`src/design/generational_handle_allocator_core_defines.svh`:
```
// Assertion macros shared by the generational handle allocator RTL.
// Depends on nothing; included by the modules that carry assertions.
`ifndef GENERATIONAL_HANDLE_ALLOCATOR_CORE_DEFINES_SVH
`define GENERATIONAL_HANDLE_ALLOCATOR_CORE_DEFINES_SVH

// Same-cycle implication, disabled while reset is high.
`define GHAC_ASSERT_IMPL(label, clk, rst, ante, cons, msg) \
  label: assert property (@(posedge clk) disable iff (rst) (ante) |-> (cons)) \
    else $error(msg);

// Next-cycle implication, disabled while reset is high.
`define GHAC_ASSERT_NEXT(label, clk, rst, ante, cons, msg) \
  label: assert property (@(posedge clk) disable iff (rst) (ante) |=> (cons)) \
    else $error(msg);

`endif

```
`src/design/ghac_pkg.sv`:
```
// Types and constants of the generational handle allocator.
// No dependencies; used by every module of the block.
package ghac_pkg;

  localparam int IDX_W     = 12;
  localparam int GEN_W     = 10;
  localparam int CNT_W     = 13;
  localparam int OP_W      = 2;
  localparam int STATUS_W  = 2;
  localparam int THR_W     = 13;
  localparam int MAX_SLOTS = 4096;

  localparam logic [THR_W-1:0] THR_RESET = THR_W'(1024);

  localparam logic [OP_W-1:0] OP_ALLOC = 2'd0;
  localparam logic [OP_W-1:0] OP_FREE  = 2'd1;
  localparam logic [OP_W-1:0] OP_CHECK = 2'd2;

  localparam logic [STATUS_W-1:0] ST_OK       = 2'd0;
  localparam logic [STATUS_W-1:0] ST_FULL     = 2'd1;
  localparam logic [STATUS_W-1:0] ST_BAD_FREE = 2'd2;

  // Command class decided at the front.
  typedef enum logic [2:0] {
    CMD_FRESH,
    CMD_RECYCLE,
    CMD_FULL,
    CMD_FREE,
    CMD_FREE_BAD,
    CMD_CHECK,
    CMD_CHECK_BAD,
    CMD_NOP
  } kind_t;

  typedef struct packed {
    kind_t             kind;
    logic [IDX_W-1:0]  idx;
    logic [GEN_W-1:0]  gen;
  } cmd_t;

  typedef struct packed {
    logic [CNT_W-1:0] slots_in_use;
    logic [CNT_W-1:0] fifo_count;
  } pool_stat_t;

  typedef enum logic [1:0] {
    BK_IDLE,
    BK_RECYCLE,
    BK_EXEC
  } bk_state_t;

endpackage

```
`src/design/ghac_queue.sv`:
```
// Two-entry command queue between the front and back ends.
// Depends on ghac_pkg.
module ghac_queue (
  input  logic            clk,
  input  logic            rst,
  input  logic            push,
  input  ghac_pkg::cmd_t  push_cmd,
  input  logic            pop,
  output logic            nonempty,
  output ghac_pkg::cmd_t  head
);
  import ghac_pkg::*;

  localparam int DEPTH = 2;

  cmd_t       slots [DEPTH];
  logic       wr_ptr;
  logic       rd_ptr;
  logic [1:0] count;
  logic       do_push;
  logic       do_pop;

  assign nonempty = count != 2'd0;
  assign head     = slots[rd_ptr];
  assign do_push  = push && (count != 2'(DEPTH));
  assign do_pop   = pop && nonempty;

  always_ff @(posedge clk) begin
    if (do_push) begin
      slots[wr_ptr] <= push_cmd;
    end
  end

  always_ff @(posedge clk) begin
    if (rst) begin
      wr_ptr <= 1'b0;
      rd_ptr <= 1'b0;
      count  <= 2'd0;
    end else begin
      if (do_push) wr_ptr <= !wr_ptr;
      if (do_pop)  rd_ptr <= !rd_ptr;
      count <= count + 2'(do_push) - 2'(do_pop);
    end
  end

endmodule

```
`config.mk`:
```
export PLATFORM = sky130hd
export DESIGN_NAME = ghac_queue
export DESIGN_NICKNAME = d
export VERILOG_FILES = /design/src/design/generational_handle_allocator_core_defines.svh /design/src/design/ghac_pkg.sv /design/src/design/ghac_queue.sv
export SDC_FILE = /design/constraint.sdc
export NUM_CORES = 1
export LEC_CHECK = 0
export CAP_MARGIN = 20
export CORE_ASPECT_RATIO = 1.1
export CORE_MARGIN = 8
export CORE_UTILIZATION = 40
export DETAILED_ROUTE_END_ITERATION = 10
export DONT_BUFFER_PORTS = 1
export PLACE_DENSITY = 0.54
export SLEW_MARGIN = 40
export SYNTH_ARGS = -nofsm -noshare
export SYNTH_HDL_FRONTEND = slang
export SYNTH_SLANG_ARGS = --single-unit
```
`constraint.sdc`:
```
create_clock -name clk -period 2 [get_ports clk]
set_input_delay 0.4 -clock clk [delete_from_list [all_inputs] [get_ports clk]]
set_output_delay 0.4 -clock clk [all_outputs]
set_load 0.02 [all_outputs]
```
==> flow_summary_export.csv, run 1 <==
group,metric,value,unit
clocking,cts_sinks,55,
synthesis,ys.flop_type,"edfxtp_1",
sta,tightest_slew,0.242,ns
sta,finalMaxSlewViolations,0,
global_route,grt_pass1_vias,1005,
sta,rsz0062_at_grt,"no",
synthesis,synth_common_cells,"50 x edfxtp_1, 25 x mux2_2, 6 x nor2_1",
synthesis,yosys.cell_count.top_type,"edfxtp_1",
clocking,post_cts_hold_buffer_count,0,
power_and_ir_drop,ir_worst_vdd,0.000438,V
global_route,antenna_found_initial,0,
global_route,grt_overflow_total,0,
die,dieWidth,84.4,um
clocking,clockBufferDepth,2,
setup_path,cp_max_fo,13,
sta,clock_skew,0.00248,ns
synthesis,syn_nets,139,
die,num_rows,27,
setup_path,critPathArrivalTime,1.28,ns
cells_and_area,utilization,0.451,
sta,setup_viol,0,
clocking,h-tree-depth,2,
routing,routed-via-count,934,
clocking,cts_buffers,5,
placement,dp_hpwl,2.45,mm
cells_and_area,n_antenna_cell,0,
power_and_ir_drop,finalPower,2.62,mW
cells_and_area,area_growth,9.01,%
synthesis,yosysTopAreaCell,"edfxtp_1",
power_and_ir_drop,p_leak,0.752,nW
setup_path,critPathKind,"reg2out",
routing,drt_iter0_drc,56,
sta,timing.final.crit_share,0.840,
die,start_util,0.414,
synthesis,synth_cell_types,21,
die,core,4970,um2
min_path,hold_path_class,"in2reg",
setup_path,crit_path_cell_trace,"buf_4 -> mux2_2",
sta,finalHoldViolations,0,
global_route,track_usage,0.0900,
synthesis,synth-edff-count,50,
routing,drt_first_pass_iters,4,
global_route,grt_max_degree,16,
power_and_ir_drop,power_density,1170,nW/um2
synthesis,syn_area,2060,um2
setup_path,slowest_delay,0.43,ns
setup_path,cp_slowest_cell,"mux2_2",
die,die_h,91.2,um
routing,post_drt_wl_per_cell,19.6,um
synthesis,syn_inst,109,
clocking,clk_latency,0.29,ns
synthesis,avgSynthCellArea,18.9,um2
routing,wl,3.49,mm
clocking,cts_resized,0,
global_route,grt_pass1_wl,5.26,mm
routing,drcViolationCount,0,
sta,fin_crit,1.68,ns
clocking,post_cts.repair.setup_buffers,0,
synthesis,ys_seq_elements,55,
routing,ant_nets,0,
setup_path,start_kind,"flip-flop",
clocking,tritoncts,"built",
clocking,cts_root_buffer,"clkbuf_8",
synthesis,netlist_top_cells_area,"edfxtp_1 73%, mux2_2 14%, dfxtp_1 4.9%",
flow_run,maxCapViolations,0,
outcome,status,"completed",
clocking,clk_pin_slew,0.08,ns
sta,relSlewSlack,0.838,
cells_and_area,final_net_count,149,
setup_path,crit_path_end_kind,"output port",
cells_and_area,drive_gt1_frac,0.317,
setup_path,crit_required,1.60,ns
synthesis,synth_top_area_frac,0.730,
sta,max_freq,595,MHz
placement,gp_congestion,0.606,
synthesis,yosysSeqAreaShare,0.779,
sta,tns,0,ns
synthesis,synth_warnings,0,
die,fp.dieArea,7690,um2
placement,io_buffer_count,0,
die,boundaryPins,55,
sta,holdWs,0.168,ns
routing,viasPerCell,5.25,
synthesis,async_flop_share,0,
## final cells by class
type	instances	area, um2
Tap cell	58	72.6
Inverter	2	7.51
Multi-Input combinational cell	49	434
Sequential cell	55	1600
Timing Repair Buffer	6	45.0
Fill cell	441	2730
Clock buffer	8	80.1
## per-stage QoR
stage | cell area [um2] | setup slack, ns | instances
CTS | 2240 | 0.299 | 178
global placement | 2160 | 0.487 | 170
floorplan | 2060 | 0.325 | 109
global route | 2240 | 0.259 | 178
detailed placement | 2160 | 0.431 | 170
finish | 2240 | 0.320 | 178
## cell usage in the layout, fill, tap and decap left out, types with 3 or more instances in the layout
cell type  count
edfxtp_1      50
mux2_2        25
buf_4          6
nor2_1         5
dfxtp_1        5
clkbuf_8       5
clkbuf_1       3
## layer usage
metal	up-vias	wire length [um]	part of all wire	GRT usage
li1	433	-	-	-
met1	461	1250	0.36	0.0857
met2	33	1830	0.53	0.155
met3	7	347	0.10	0.0509
met4	0	57	0.016	0.0382
met5	-	0	0	0
## state kept, by name, indices dropped and copies added (netlist names), named ones only
register / flops
rd_ptr: 1
slots: 50
count: 2
wr_ptr: 1
## logic make-up after synthesis
logic type | count (synthesis) | share of synthesized area
flip-flops | 55 | 0.779
multiplexers | 26 | 0.142
AND/OR/NAND/NOR | 14 | 0.0335
AO/OA/AOI/OAI | 7 | 0.0237
buffers and inverters | 5 | 0.0110
XOR/XNOR | 1 | 0.00426
adder cells (fa/ha/maj) | 1 | 0.00609
## path summary, 6_finish.rpt
kind                                start   endpoint  slack, ns  depth (start not counted)
worst max-delay path            flip-flop   head[22]       0.32                          2
worst min-delay path                  rst     wr_ptr       0.17                          1
worst max register to register   count[1]   count[1]       0.45                          6
worst min register to register     rd_ptr  flip-flop       0.53                          2
## where the power goes
group	total [mW]	internal [mW]	switching, mW
logic	0.618	0.223	0.395
clock network	0.556	0.249	0.307
registers	1.44	1.40	0.0458
## critical path: cells and delay by family (launching register included)
kind	cells	cell delay (ns)
mux	1	0.43
flops	1	0.34
buf+inv	1	0.22
Note: power is estimated with default switching activity, not from simulation.
==> run 2, diff against run 1 <==
--- a/config.mk
+++ b/config.mk
@@ -11,7 +11,7 @@
 export CORE_UTILIZATION = 40
 export DETAILED_ROUTE_END_ITERATION = 10
 export DONT_BUFFER_PORTS = 1
-export PLACE_DENSITY = 0.54
+export PLACE_DENSITY = 0.52
 export SLEW_MARGIN = 40
 export SYNTH_ARGS = -nofsm -noshare
 export SYNTH_HDL_FRONTEND = slang
==> constraint.sdc (replaced) <==
create_clock -name clk -period 1.6 [get_ports clk]
set_input_delay 0.32 -clock clk [delete_from_list [all_inputs] [get_ports clk]]
set_output_delay 0.32 -clock clk [all_outputs]
set_load 0.02 [all_outputs]
==> run 2 against run 1 <==
Compared with the run above:
- setup slack worse by 0.29 ns
- utilization is 0.88 points higher
- design area is 2.0% higher
- clock power is 26% higher
- critical endpoint is now head[24]
- largest power group unchanged
==> flow_summary_export.csv, run 2 (same netlist as run 1, synthesis figures left out) <==
group,metric,value,unit
cells_and_area,final_cell_mix,"50 x edfxtp_1, 22 x mux2_2, 5 x nor2_1, 5 x clkbuf_8, 4 x buf_4",
setup_path,crit_path_cell_trace,"buf_12 -> mux2_2",
setup_path,worstRegToRegCells,6,
sta,max_freq,637,MHz
clocking,tritoncts,"built",
setup_path,cp_slowest_cell,"mux2_2",
sta,clock_skew,0.00471,ns
power_and_ir_drop,power_density,1460,nW/um2
cells_and_area,regMostFlops,"slots",
cells_and_area,area_growth,11.1,%
clocking,cts_sinks,55,
sta,setup_viol,0,
sta,relSlewSlack,0.848,
routing,drt_iter0_drc,80,
global_route,grt_pass1_vias,1068,
setup_path,rr_startpoint,"count[1]",
setup_path,crit_path_end_kind,"output port",
power_and_ir_drop,p_leak,0.772,nW
routing,routed-via-count,931,
die,boundaryPins,55,
routing,viasPerCell,5.23,
setup_path,crit_required,1.28,ns
global_route,track_usage,0.0928,
setup_path,start_kind,"flip-flop",
placement,io_buffer_count,0,
setup_path,cp.depth,2,
die,core,4970,um2
flow_run,maxCapViolations,0,
min_path,hold_path_class,"in2reg",
die,die_h,91.2,um
cells_and_area,reg_top3,"slots (50), count (2)",
routing,post_drt_wl_per_cell,19.8,um
sta,tightest_slew,0.228,ns
setup_path,r2r_slack,0.09,ns
setup_path,r2r_end,"count[1]",
global_route,grt_max_degree,18,
clocking,cts_resized,4,
sta,holdWs,0.0824,ns
setup_path,critPathArrivalTime,1.25,ns
power_and_ir_drop,ir_worst_vdd,0.000504,V
clocking,clockBufferDepth,2,
setup_path,crit_end,"head[24]",
sta,worst_slack,0.0312,ns
cells_and_area,final_net_count,149,
clocking,post_cts_hold_buffer_count,0,
setup_path,critPathKind,"reg2out",
cells_and_area,fin_area,2280,um2
sta,rsz0062_at_grt,"yes",
clocking,clk_pin_slew,0.09,ns
routing,wl,3.53,mm
cells_and_area,largest_reg_flops,50,
setup_path,cp_max_fo,17,
outcome,status,"completed",
sta,timing.final.crit_share,0.981,
clocking,clk_latency,0.29,ns
cells_and_area,n_antenna_cell,0,
setup_path,slowest_delay,0.41,ns
die,num_rows,27,
placement,post-place-ws,0.0287,ns
clocking,cts_root_buffer,"clkbuf_8",
clocking,h-tree-depth,2,
power_and_ir_drop,finalPower,3.33,mW
routing,drcViolationCount,0,
sta,fin_crit,1.57,ns
cells_and_area,fillers,428,
cells_and_area,final_common_cell,"edfxtp_1",
sta,finalMaxSlewViolations,0,
setup_path,cp_num_buf_inv,1,
routing,drt_first_pass_iters,2,
cells_and_area,drive_gt1_frac,0.333,
clocking,cts_buffers,5,
sta,tns,0,ns
clocking,post_cts.repair.setup_buffers,0,
global_route,antenna_found_initial,0,
die,fp.dieArea,7690,um2
die,start_util,0.414,
die,dieWidth,84.4,um
placement,dp_hpwl,2.55,mm
routing,ant_nets,0,
placement,gp_congestion,0.606,
setup_path,crit_family,"multiplexers",
global_route,grt_pass1_wl,5.41,mm
global_route,grt_overflow_total,0,
placement,placed_area,2180,um2
sta,finalHoldViolations,0,
[run 2: cell count changes in the layout (fill, tap and decap cells not counted), moves of 2 or more]
cell and change:
mux2_4 +3, clkbuf_1 -2, buf_12 +2, dfxtp_2 +2, dfxtp_1 -2, clkinv_1 +2
buf_4 -2, mux2_2 -3
[run 2: layer usage]
metal / global-route usage / part of all wire / vias up
li1: - / - / 431
met1: 0.0728 / 0.31 / 465
met2: 0.180 / 0.58 / 30
met3: 0.0456 / 0.094 / 5
met4: 0.0467 / 0.013 / 0
met5: 0 / 0 / -
[run 2: worst reg2reg max path: stages (launching register included)]
cell	delay, ns
dfxtp_2	0.39
nor2b_1	0.06
a211oi_1	0.22
nor2_1	0.10
ha_1	0.19
and2b_1	0.16
mux2_1	0.28
[run 2: layout make-up]
type                       count  area (um2)  area share
sequential                    55        1600       0.702
multi-input combinational     49         450       0.197
clock buffer                   6        72.6      0.0318
tap                           58        72.6      0.0318
timing repair buffer           6        70.1      0.0307
clock inverter                 2        7.51     0.00329
inverter                       2        7.51     0.00329
[run 2: where the power goes]
group / leakage (nW) / switching (mW) / internal (mW)
logic: 0.222 / 0.498 / 0.321
registers: 0.510 / 0.0646 / 1.75
clock network: 0.0403 / 0.399 / 0.299
total: 0.772 / 0.961 / 2.37
[run 2: through the flow]
step,std cells,utilization
after floorplan,109,-
after global placement,170,0.439
after detailed placement,170,0.439
after CTS,178,0.458
after global routing,178,0.460
final,178,0.460
[run 2: worst min-delay path by stage]
stage / start / to / slack (ns) / cells after the start
3_3_place_gp: rst / wr_ptr / 0.39 / 1
6_report: rst / count[0] / 0.08 / 1
5_1_grt: rst / count[0] / 0.06 / 1
2_1_floorplan: rst / wr_ptr / 0.39 / 1
3_5_place_dp: rst / count[0] / 0.39 / 1
4_1_cts: rst / count[0] / 0.07 / 1
