`src/design/generational_handle_allocator_core_defines.svh`:
```
// Assertion macros shared by the generational handle allocator RTL.
// Depends on nothing; included by the modules that carry assertions.
`ifndef GENERATIONAL_HANDLE_ALLOCATOR_CORE_DEFINES_SVH
`define GENERATIONAL_HANDLE_ALLOCATOR_CORE_DEFINES_SVH

// Same-cycle implication, disabled while reset is high.
`define GHAC_ASSERT_IMPL(label, clk, rst, ante, cons, msg) \
  label: assert property (@(posedge clk) disable iff (rst) (ante) |-> (cons)) \
    else $error(msg);

// Next-cycle implication, disabled while reset is high.
`define GHAC_ASSERT_NEXT(label, clk, rst, ante, cons, msg) \
  label: assert property (@(posedge clk) disable iff (rst) (ante) |=> (cons)) \
    else $error(msg);

`endif

```
`src/design/ghac_pkg.sv`:
```
// Types and constants of the generational handle allocator.
// No dependencies; used by every module of the block.
package ghac_pkg;

  localparam int IDX_W     = 12;
  localparam int GEN_W     = 10;
  localparam int CNT_W     = 13;
  localparam int OP_W      = 2;
  localparam int STATUS_W  = 2;
  localparam int THR_W     = 13;
  localparam int MAX_SLOTS = 4096;

  localparam logic [THR_W-1:0] THR_RESET = THR_W'(1024);

  localparam logic [OP_W-1:0] OP_ALLOC = 2'd0;
  localparam logic [OP_W-1:0] OP_FREE  = 2'd1;
  localparam logic [OP_W-1:0] OP_CHECK = 2'd2;

  localparam logic [STATUS_W-1:0] ST_OK       = 2'd0;
  localparam logic [STATUS_W-1:0] ST_FULL     = 2'd1;
  localparam logic [STATUS_W-1:0] ST_BAD_FREE = 2'd2;

  // Command class decided at the front.
  typedef enum logic [2:0] {
    CMD_FRESH,
    CMD_RECYCLE,
    CMD_FULL,
    CMD_FREE,
    CMD_FREE_BAD,
    CMD_CHECK,
    CMD_CHECK_BAD,
    CMD_NOP
  } kind_t;

  typedef struct packed {
    kind_t             kind;
    logic [IDX_W-1:0]  idx;
    logic [GEN_W-1:0]  gen;
  } cmd_t;

  typedef struct packed {
    logic [CNT_W-1:0] slots_in_use;
    logic [CNT_W-1:0] fifo_count;
  } pool_stat_t;

  typedef enum logic [1:0] {
    BK_IDLE,
    BK_RECYCLE,
    BK_EXEC
  } bk_state_t;

endpackage

```
`src/design/ghac_front.sv`:
```
// Front end: takes commands, holds the reuse threshold, classifies each command.
// Depends on ghac_pkg.
module ghac_front (
  input  logic                         clk,
  input  logic                         rst,
  input  logic                         start,
  input  logic                         busy,
  input  logic [ghac_pkg::OP_W-1:0]    op,
  input  logic [ghac_pkg::IDX_W-1:0]   entity_index,
  input  logic [ghac_pkg::GEN_W-1:0]   entity_generation,
  input  logic                         cfg_valid,
  output logic                         cfg_ready,
  input  logic [ghac_pkg::THR_W-1:0]   cfg_data,
  input  ghac_pkg::pool_stat_t         stat,
  output logic                         push,
  output ghac_pkg::cmd_t               entry
);
  import ghac_pkg::*;

  logic [THR_W-1:0] reuse_threshold;
  logic             have_fresh;
  logic             want_fresh;
  logic             in_range;

  assign cfg_ready = !busy;
  assign push      = start && !busy;

  always_ff @(posedge clk) begin
    if (rst) begin
      reuse_threshold <= THR_RESET;
    end else if (cfg_valid && cfg_ready) begin
      reuse_threshold <= cfg_data;
    end
  end

  always_comb begin
    have_fresh = stat.slots_in_use < CNT_W'(MAX_SLOTS);
    want_fresh = (stat.fifo_count < reuse_threshold) || (stat.fifo_count == '0);
    in_range   = {1'b0, entity_index} < stat.slots_in_use;
    entry.idx  = entity_index;
    entry.gen  = entity_generation;
    case (op)
      OP_ALLOC: begin
        if (have_fresh && want_fresh) begin
          entry.kind = CMD_FRESH;
        end else if (stat.fifo_count != '0) begin
          entry.kind = CMD_RECYCLE;
        end else begin
          entry.kind = CMD_FULL;
        end
      end
      OP_FREE:  entry.kind = in_range ? CMD_FREE : CMD_FREE_BAD;
      OP_CHECK: entry.kind = in_range ? CMD_CHECK : CMD_CHECK_BAD;
      default:  entry.kind = CMD_NOP;
    endcase
  end

endmodule

```
`config.mk`:
```
export PLATFORM = sky130hd
export DESIGN_NAME = ghac_front
export DESIGN_NICKNAME = d
export VERILOG_FILES = /design/src/design/generational_handle_allocator_core_defines.svh /design/src/design/ghac_pkg.sv /design/src/design/ghac_front.sv
export SDC_FILE = /design/constraint.sdc
export NUM_CORES = 1
export LEC_CHECK = 0
export BUFFER_PORTS_ARGS = -buffer_cell sky130_fd_sc_hd__buf_2
export CAP_MARGIN = 20
export CORE_ASPECT_RATIO = 0.5
export CORE_UTILIZATION = 32
export DETAILED_ROUTE_END_ITERATION = 12
export PLACE_DENSITY = 0.72
export SETUP_SLACK_MARGIN = 0.02
export SLEW_MARGIN = 20
export SYNTH_ARGS = -nofsm -noshare
export SYNTH_HDL_FRONTEND = slang
export SYNTH_SLANG_ARGS = --single-unit
```
`constraint.sdc`:
```
create_clock -name clk -period 1.9 [get_ports clk]
set_input_delay 0.38 -clock clk [delete_from_list [all_inputs] [get_ports clk]]
set_output_delay 0.38 -clock clk [all_outputs]
set_load 0.03 [all_outputs]
```
==> run_results.csv, run 1 <==
group,metric,value,unit
sta,setup_viol,3,
sta,whs,0.355,ns
placement,io_buffers,74,
min_path,min_path_type,"input pin to register",
sta,finalClockSkew,0,ns
cells_and_area,largest_reg_flops,13,
sta,hold_viol_final,0,
cells_and_area,final_common_cell,"buf_2",
cts,cts_sinks,13,
grt,grt.total_usage,0.151,
cells_and_area,nFillCells,361,
yosys,ys_warn_count,0,
die,fp.dieH,46.9,µm
cells_and_area,area_delta_synth_final,43.9,%
cells_and_area,final_cell_mix,"65 x buf_2, 34 x nand2_1, 21 x inv_1, 16 x a21oi_1, 16 x ha_1",
die,dieArea,0.00430,mm²
cts,cts.clk_slew.worst_paths,0.05,ns
yosys,synthCells,179,
yosys,synth.cell_area,0.00129,mm²
power_and_ir_drop,ir_drop,0.000261,V
setup_path,crit_path_max_fanout,3,
grt,grt_pass1_wl,5.02,mm
sta,tightest_slew,0.522,ns
cells_and_area,fin_nets,331,
setup_path,startpoint_type,"input pin",
grt,grt_max_degree,14,
yosys,synth-seq-cells,13,
sta,slew_violations,0,
routing,via_per_inst,4.46,
status,status,"complete, but fails checks",
sta,relSlewSlack,0.651,
die,rows,15,
cts,cts_made_buffers,3,
die,start_util,0.354,
cells_and_area,regMostFlops,"reuse_threshold",
yosys,ys_seq_area_frac,0.202,
setup_path,r2r-end,"reuse_threshold[10]",
routing,vias,1294,
cts,cts_tree,"built",
cts,clock_path_buffers,2,
setup_path,r2r_setup_slack,1.02,ns
setup_path,worstRegToRegCells,4,
cells_and_area,largestRegisters,"reuse_threshold (13)",
sta,fmax,454,MHz
yosys,syn_area_per_cell,7.20,µm²
yosys,yosysUniqueCellTypes,28,
cts,postCtsHoldBufs,0,
setup_path,r2r-start,"reuse_threshold[10]",
die,die_w,91.7,µm
sta,fin_ws,-0.301,ns
cts,cts_root_buffer,"clkbuf_8",
placement,place_congestion,0.815,
cells_and_area,drive_gt1_frac,0.456,
yosys,syn_nets,270,
min_path,whs_endpoint,"reuse_threshold[10]",
min_path,hp-start,"cfg_data[10]",
routing,drt_drc_violations_left,0,
placement,place_ws,-0.461,ns
sta,fin_crit_sh,1.16,
routing,routed_wl,3.18,mm
routing,wl_per_cell,11.0,µm
cts,htree_levels,1,
sta,rsz0062_at_grt,"yes",
routing,ant_nets,0,
setup_path,critPathRequiredTime,1.52,ns
cells_and_area,antennaDiodeCount,0,
cts,clock_latency,0.24,ns
setup_path,worstSetupPathType,"input pin to primary output",
power_and_ir_drop,powerDensity,482,mW/mm²
placement,hpwl,2.52,mm
routing,first_pass_iters,4,
setup_path,end_kind,"primary output",
grt,grt_pass1_vias,1243,
min_path,holdPathStages,2,
setup_path,cp.arrival,1.82,ns
sta,period_minus_slack,2.20,ns
routing,drt_iter0_markers,18,
power_and_ir_drop,leakage,0.885,nW
flow_run,maxCapViolations,0,
die,ios,95,
die,floorplan.core_area,0.00364,mm²
status,violations,"setup timing",
grt,grt_overflow,0,
grt,antenna_found_initial,0,
## critical path, stage by stage
cell,delay [ns]
buf_8,0.09
inv_12,0.03
ha_4,0.26
a211oi_2,0.05
or3_1,0.37
nand4b_1,0.12
o21ai_2,0.09
buf_4,0.14
a21oi_2,0.10
a21oi_2,0.04
buf_6,0.14
## cell families (layout without fill, tap and decap cells)
kind of cell / count (synthesis) / in the layout / share of synthesized area
and+or+nand+nor: 55 / 55 / 0.188
buffers and inverters: 50 / 110 / 0.211
AOI/OAI and AO/OA: 37 / 37 / 0.168
adders and majority gates: 23 / 23 / 0.223
DFF: 13 / 13 / 0.202
muxes: 1 / 1 / 0.00777
## how the worst max path moves through the flow
stage / start / to / slack, ns / cells past startpoint
final: stat[23] / entry[22] / -0.30 / 11
after detailed placement: stat[23] / entry[23] / -0.46 / 10
after global routing: stat[23] / entry[23] / -0.41 / 10
after floorplan: stat[23] / entry[23] / -0.11 / 8
after CTS: stat[16] / entry[23] / -0.30 / 10
after global placement: stat[23] / entry[23] / -0.42 / 10
## layer usage
layer  vias to the layer above  routed length, µm  GRT usage
met4                         0                 39     0.0750
li1                        690                  -          -
met2                        37               1690      0.325
met5                         -                  0          0
met1                       561               1320      0.161
met3                         6                134     0.0113
## final cells by class
type                       count  area [µm²]  share of cell area
multi-input combinational    116         892               0.481
timing repair buffer          81         483               0.260
sequential                    13         262               0.141
inverter                      25         109              0.0587
tap                           51        63.8              0.0344
clock buffer                   4        45.0              0.0243
## cell usage after synthesis, drive strengths merged
cell     number  share of area
inv          25          0.073
o21bai        1         0.0058
nand4b        2          0.014
nand2        34          0.099
nand2b        2         0.0097
a2111o        1         0.0087
mux2i         1         0.0078
o21ai         7          0.030
nor3          1         0.0039
nor2          7          0.020
a211o         1         0.0068
nand4         1         0.0049
o221ai        1         0.0068
ha           23           0.22
nor2b         3          0.015
clkbuf        2         0.0058
a21oi        22          0.085
nand3         2         0.0078
nor4          2         0.0097
or3           1         0.0049
o21a          1         0.0058
o2111ai       1         0.0068
a211oi        2          0.012
dfxtp        13           0.20
buf          23           0.13
## per-stage QoR
step                TNS, ns  area (µm²)  instances   util  power, mW
floorplan            -0.266        1330        179      -      0.530
global placement      -1.19        1630        284  0.447      0.591
detailed placement    -1.32        1630        284  0.447      0.603
CTS                  -0.833        1840        290  0.507      0.895
global route          -1.12        1850        290  0.509      0.951
finish               -0.842        1850        290  0.509      0.894
## report_power, final
group	internal (mW)	switching [mW]
registers	0.286	0.00588
clock network	0.148	0.0923
logic	0.174	0.188
## repair_timing
item,in CTS,in global routing
setup endpoints to repair,3,3
pin swaps,13,3
resized for setup,33,4
buffers inserted,2,0
(Power assumes the default switching activity.)
==> inputs of run 2 (changes only) <==
--- a/config.mk
+++ b/config.mk
@@ -7,10 +7,10 @@
 export LEC_CHECK = 0
 export BUFFER_PORTS_ARGS = -buffer_cell sky130_fd_sc_hd__buf_2
 export CAP_MARGIN = 20
-export CORE_ASPECT_RATIO = 0.5
-export CORE_UTILIZATION = 32
+export CORE_ASPECT_RATIO = 0.7
+export CORE_UTILIZATION = 37
 export DETAILED_ROUTE_END_ITERATION = 12
-export PLACE_DENSITY = 0.72
+export PLACE_DENSITY = 0.81
 export SETUP_SLACK_MARGIN = 0.02
 export SLEW_MARGIN = 20
 export SYNTH_ARGS = -nofsm -noshare
==> run 2 against run 1 <==
The flow still finishes with violations (setup timing). Global-route usage is 3.0 points higher. Critical path depth is 3 lower. Cell area up 1.1%. Wire length up 6.5%. Sequential power barely moved. Non-clock buffer count grew 2. Setup slack gained 0.023 ns. Clock-buffer cell count stayed put. Clock power is 7% higher. Power increased by 2.6%. Sequential share of layout area about the same. Critical path type is now register to primary output.
==> run_results.csv, run 2 (synthesized netlist as in run 1, its figures left out) <==
group,metric,value,unit
grt,grt.total_usage,0.182,
cts,cts_made_buffers,3,
cts,cts_root_buffer,"clkbuf_8",
cells_and_area,final_core_util,0.580,
routing,routed_wl,3.39,mm
placement,place_congestion,0.798,
cts,cts_tree,"built",
placement,hpwl,2.58,mm
setup_path,crit_path_max_fanout,2,
sta,finalClockSkew,0,ns
sta,period_minus_slack,2.18,ns
power_and_ir_drop,combPwrFrac,0.402,
setup_path,cp_slowest_stage_delay,0.42,ns
placement,dp.cells,284,
cells_and_area,final_area,0.00188,mm²
sta,fin_ws,-0.278,ns
cells_and_area,regMostFlops,"reuse_threshold",
setup_path,critPathRequiredTime,1.52,ns
grt,grt_overflow,0,
sta,setup_viol,3,
grt,grt_pass1_wl,5.07,mm
cts,cts_sinks,13,
cells_and_area,final_cell_count_no_fill,288,
cells_and_area,ff_latch_area,264,µm²
cts,clock_path_buffers,2,
cells_and_area,nFillCells,323,
cells_and_area,fin_nets,333,
cts,postCtsHoldBufs,0,
cts,cts_setup_buffers,0,
die,rows,17,
status,violations,"setup timing",
cells_and_area,antennaDiodeCount,0,
sta,fin_crit_sh,1.15,
routing,ant_nets,0,
cells_and_area,largestRegisters,"reuse_threshold (13)",
cts,clock_latency,0.24,ns
cts,htree_levels,1,
sta,rsz0062_at_grt,"yes",
flow_run,maxCapViolations,0,
cells_and_area,drive_gt1_frac,0.477,
grt,grt_max_degree,14,
routing,vias,1351,
sta,tns,-0.781,ns
setup_path,worstRegToRegCells,4,
min_path,min_path_type,"input pin to register",
sta,slew_violations,0,
power_and_ir_drop,power.switching,0.308,mW
setup_path,path_depth,8,
sta,relSlewSlack,0.737,
power_and_ir_drop,powerDensity,489,mW/mm²
die,dieArea,0.00373,mm²
setup_path,endpoint,"entry[22]",
setup_path,critical_path.top_delay_family,"compound AO/OA/AOI/OAI gates",
routing,first_pass_iters,4,
setup_path,crit_buf_inv,2,
setup_path,cp.arrival,1.80,ns
power_and_ir_drop,switching_share,0.336,
cells_and_area,largest_reg_flops,13,
placement,place_area,0.00165,mm²
sta,tightest_slew,0.393,ns
setup_path,startpoint_type,"register",
grt,antenna_found_initial,0,
cells_and_area,multi_input_area,913,µm²
setup_path,worstSetupPathType,"register to primary output",
routing,wl_per_cell,11.8,µm
die,start_util,0.399,
power_and_ir_drop,ir_drop,0.000296,V
status,status,"complete, but fails checks",
setup_path,end_kind,"primary output",
setup_path,crit_path_cell_trace,"inv_1, ha_1, nand2_2, nor2_2, a2111o_1, o21ai_2, a21oi_2, buf_6",
setup_path,r2r-start,"reuse_threshold[10]",
cts,cts.clk_slew.worst_paths,0.06,ns
routing,via_per_inst,4.69,
power_and_ir_drop,seqPwrFrac,0.318,
die,fp.dieH,51.4,µm
sta,whs,0.336,ns
routing,drt_drc_violations_left,0,
die,ios,95,
power_and_ir_drop,p_int,0.609,mW
sta,hold_viol_final,0,
power_and_ir_drop,p_clk_frac,0.279,
cells_and_area,final_common_cell,"buf_2",
setup_path,critPathLaunch,"reuse_threshold[11]",
routing,drt_iter0_markers,45,
cells_and_area,final_cell_mix,"67 x buf_2, 33 x nand2_1, 23 x inv_1, 16 x a21oi_1, 15 x ha_1",
die,die_w,72.5,µm
grt,grt_pass1_vias,1188,
setup_path,r2r-end,"reuse_threshold[10]",
sta,fmax,459,MHz
placement,io_buffers,74,
setup_path,slowest_stage,"a2111o_1",
cells_and_area,area_delta_synth_final,45.5,%
setup_path,r2r_setup_slack,0.98,ns
die,floorplan.core_area,0.00323,mm²
power_and_ir_drop,leakage,0.896,nW
[run 2: final cells by class]
class                      count  share of cell area
clock buffer                   4              0.0240
inverter                      25              0.0580
multi-input combinational    116               0.487
sequential                    13               0.141
tap                           47              0.0314
timing repair buffer          83               0.259
[run 2: power by group through the flow]
| stage | clock network [mW] | registers, mW | logic [mW] |
|---|---|---|---|
| global route | 0.275 | 0.294 | 0.408 |
| detailed placement | 0 | 0.297 | 0.310 |
| floorplan | 0 | 0.296 | 0.234 |
| CTS | 0.258 | 0.292 | 0.350 |
| finish | 0.256 | 0.292 | 0.369 |
| global placement | 0 | 0.297 | 0.303 |
[run 2: worst min path at each step]
stage                            start                   to  slack [ns]  cells after the start
detailed placement  reuse_threshold[5]   reuse_threshold[5]        0.45                      2
floorplan           reuse_threshold[0]   reuse_threshold[0]        0.43                      2
global route              cfg_data[10]  reuse_threshold[10]        0.34                      2
global placement    reuse_threshold[0]   reuse_threshold[0]        0.44                      2
CTS                       cfg_data[10]  reuse_threshold[10]        0.33                      2
finish                    cfg_data[10]  reuse_threshold[10]        0.34                      2
[run 2: repair_timing]
item / in CTS / in global routing
pin swaps: 13 / 2
gates resized for setup: 32 / 9
endpoints found under the setup margin: 3 / 3
[run 2: through the flow]
stage / total power, mW / setup WS (ns)
2_1_floorplan: 0.530 / -0.114
3_3_place_gp: 0.600 / -0.443
3_5_place_dp: 0.607 / -0.458
4_1_cts: 0.900 / -0.288
5_1_grt: 0.977 / -0.386
6_report: 0.917 / -0.278
[run 2: worst register-to-register path, stage by stage (launching register included)]
cell and delay [ns]:
dfxtp_1 0.29, inv_1 0.11, buf_4 0.12, nor2_1 0.03
a211o_1 0.26
[run 2: metal layers]
layer,vias to the layer above,global-route usage,part of all wire
met2,60,0.304,0.47
li1,697,-,-
met1,588,0.213,0.44
met3,6,0.0611,0.076
met4,0,0.0784,0.017
met5,-,0,0
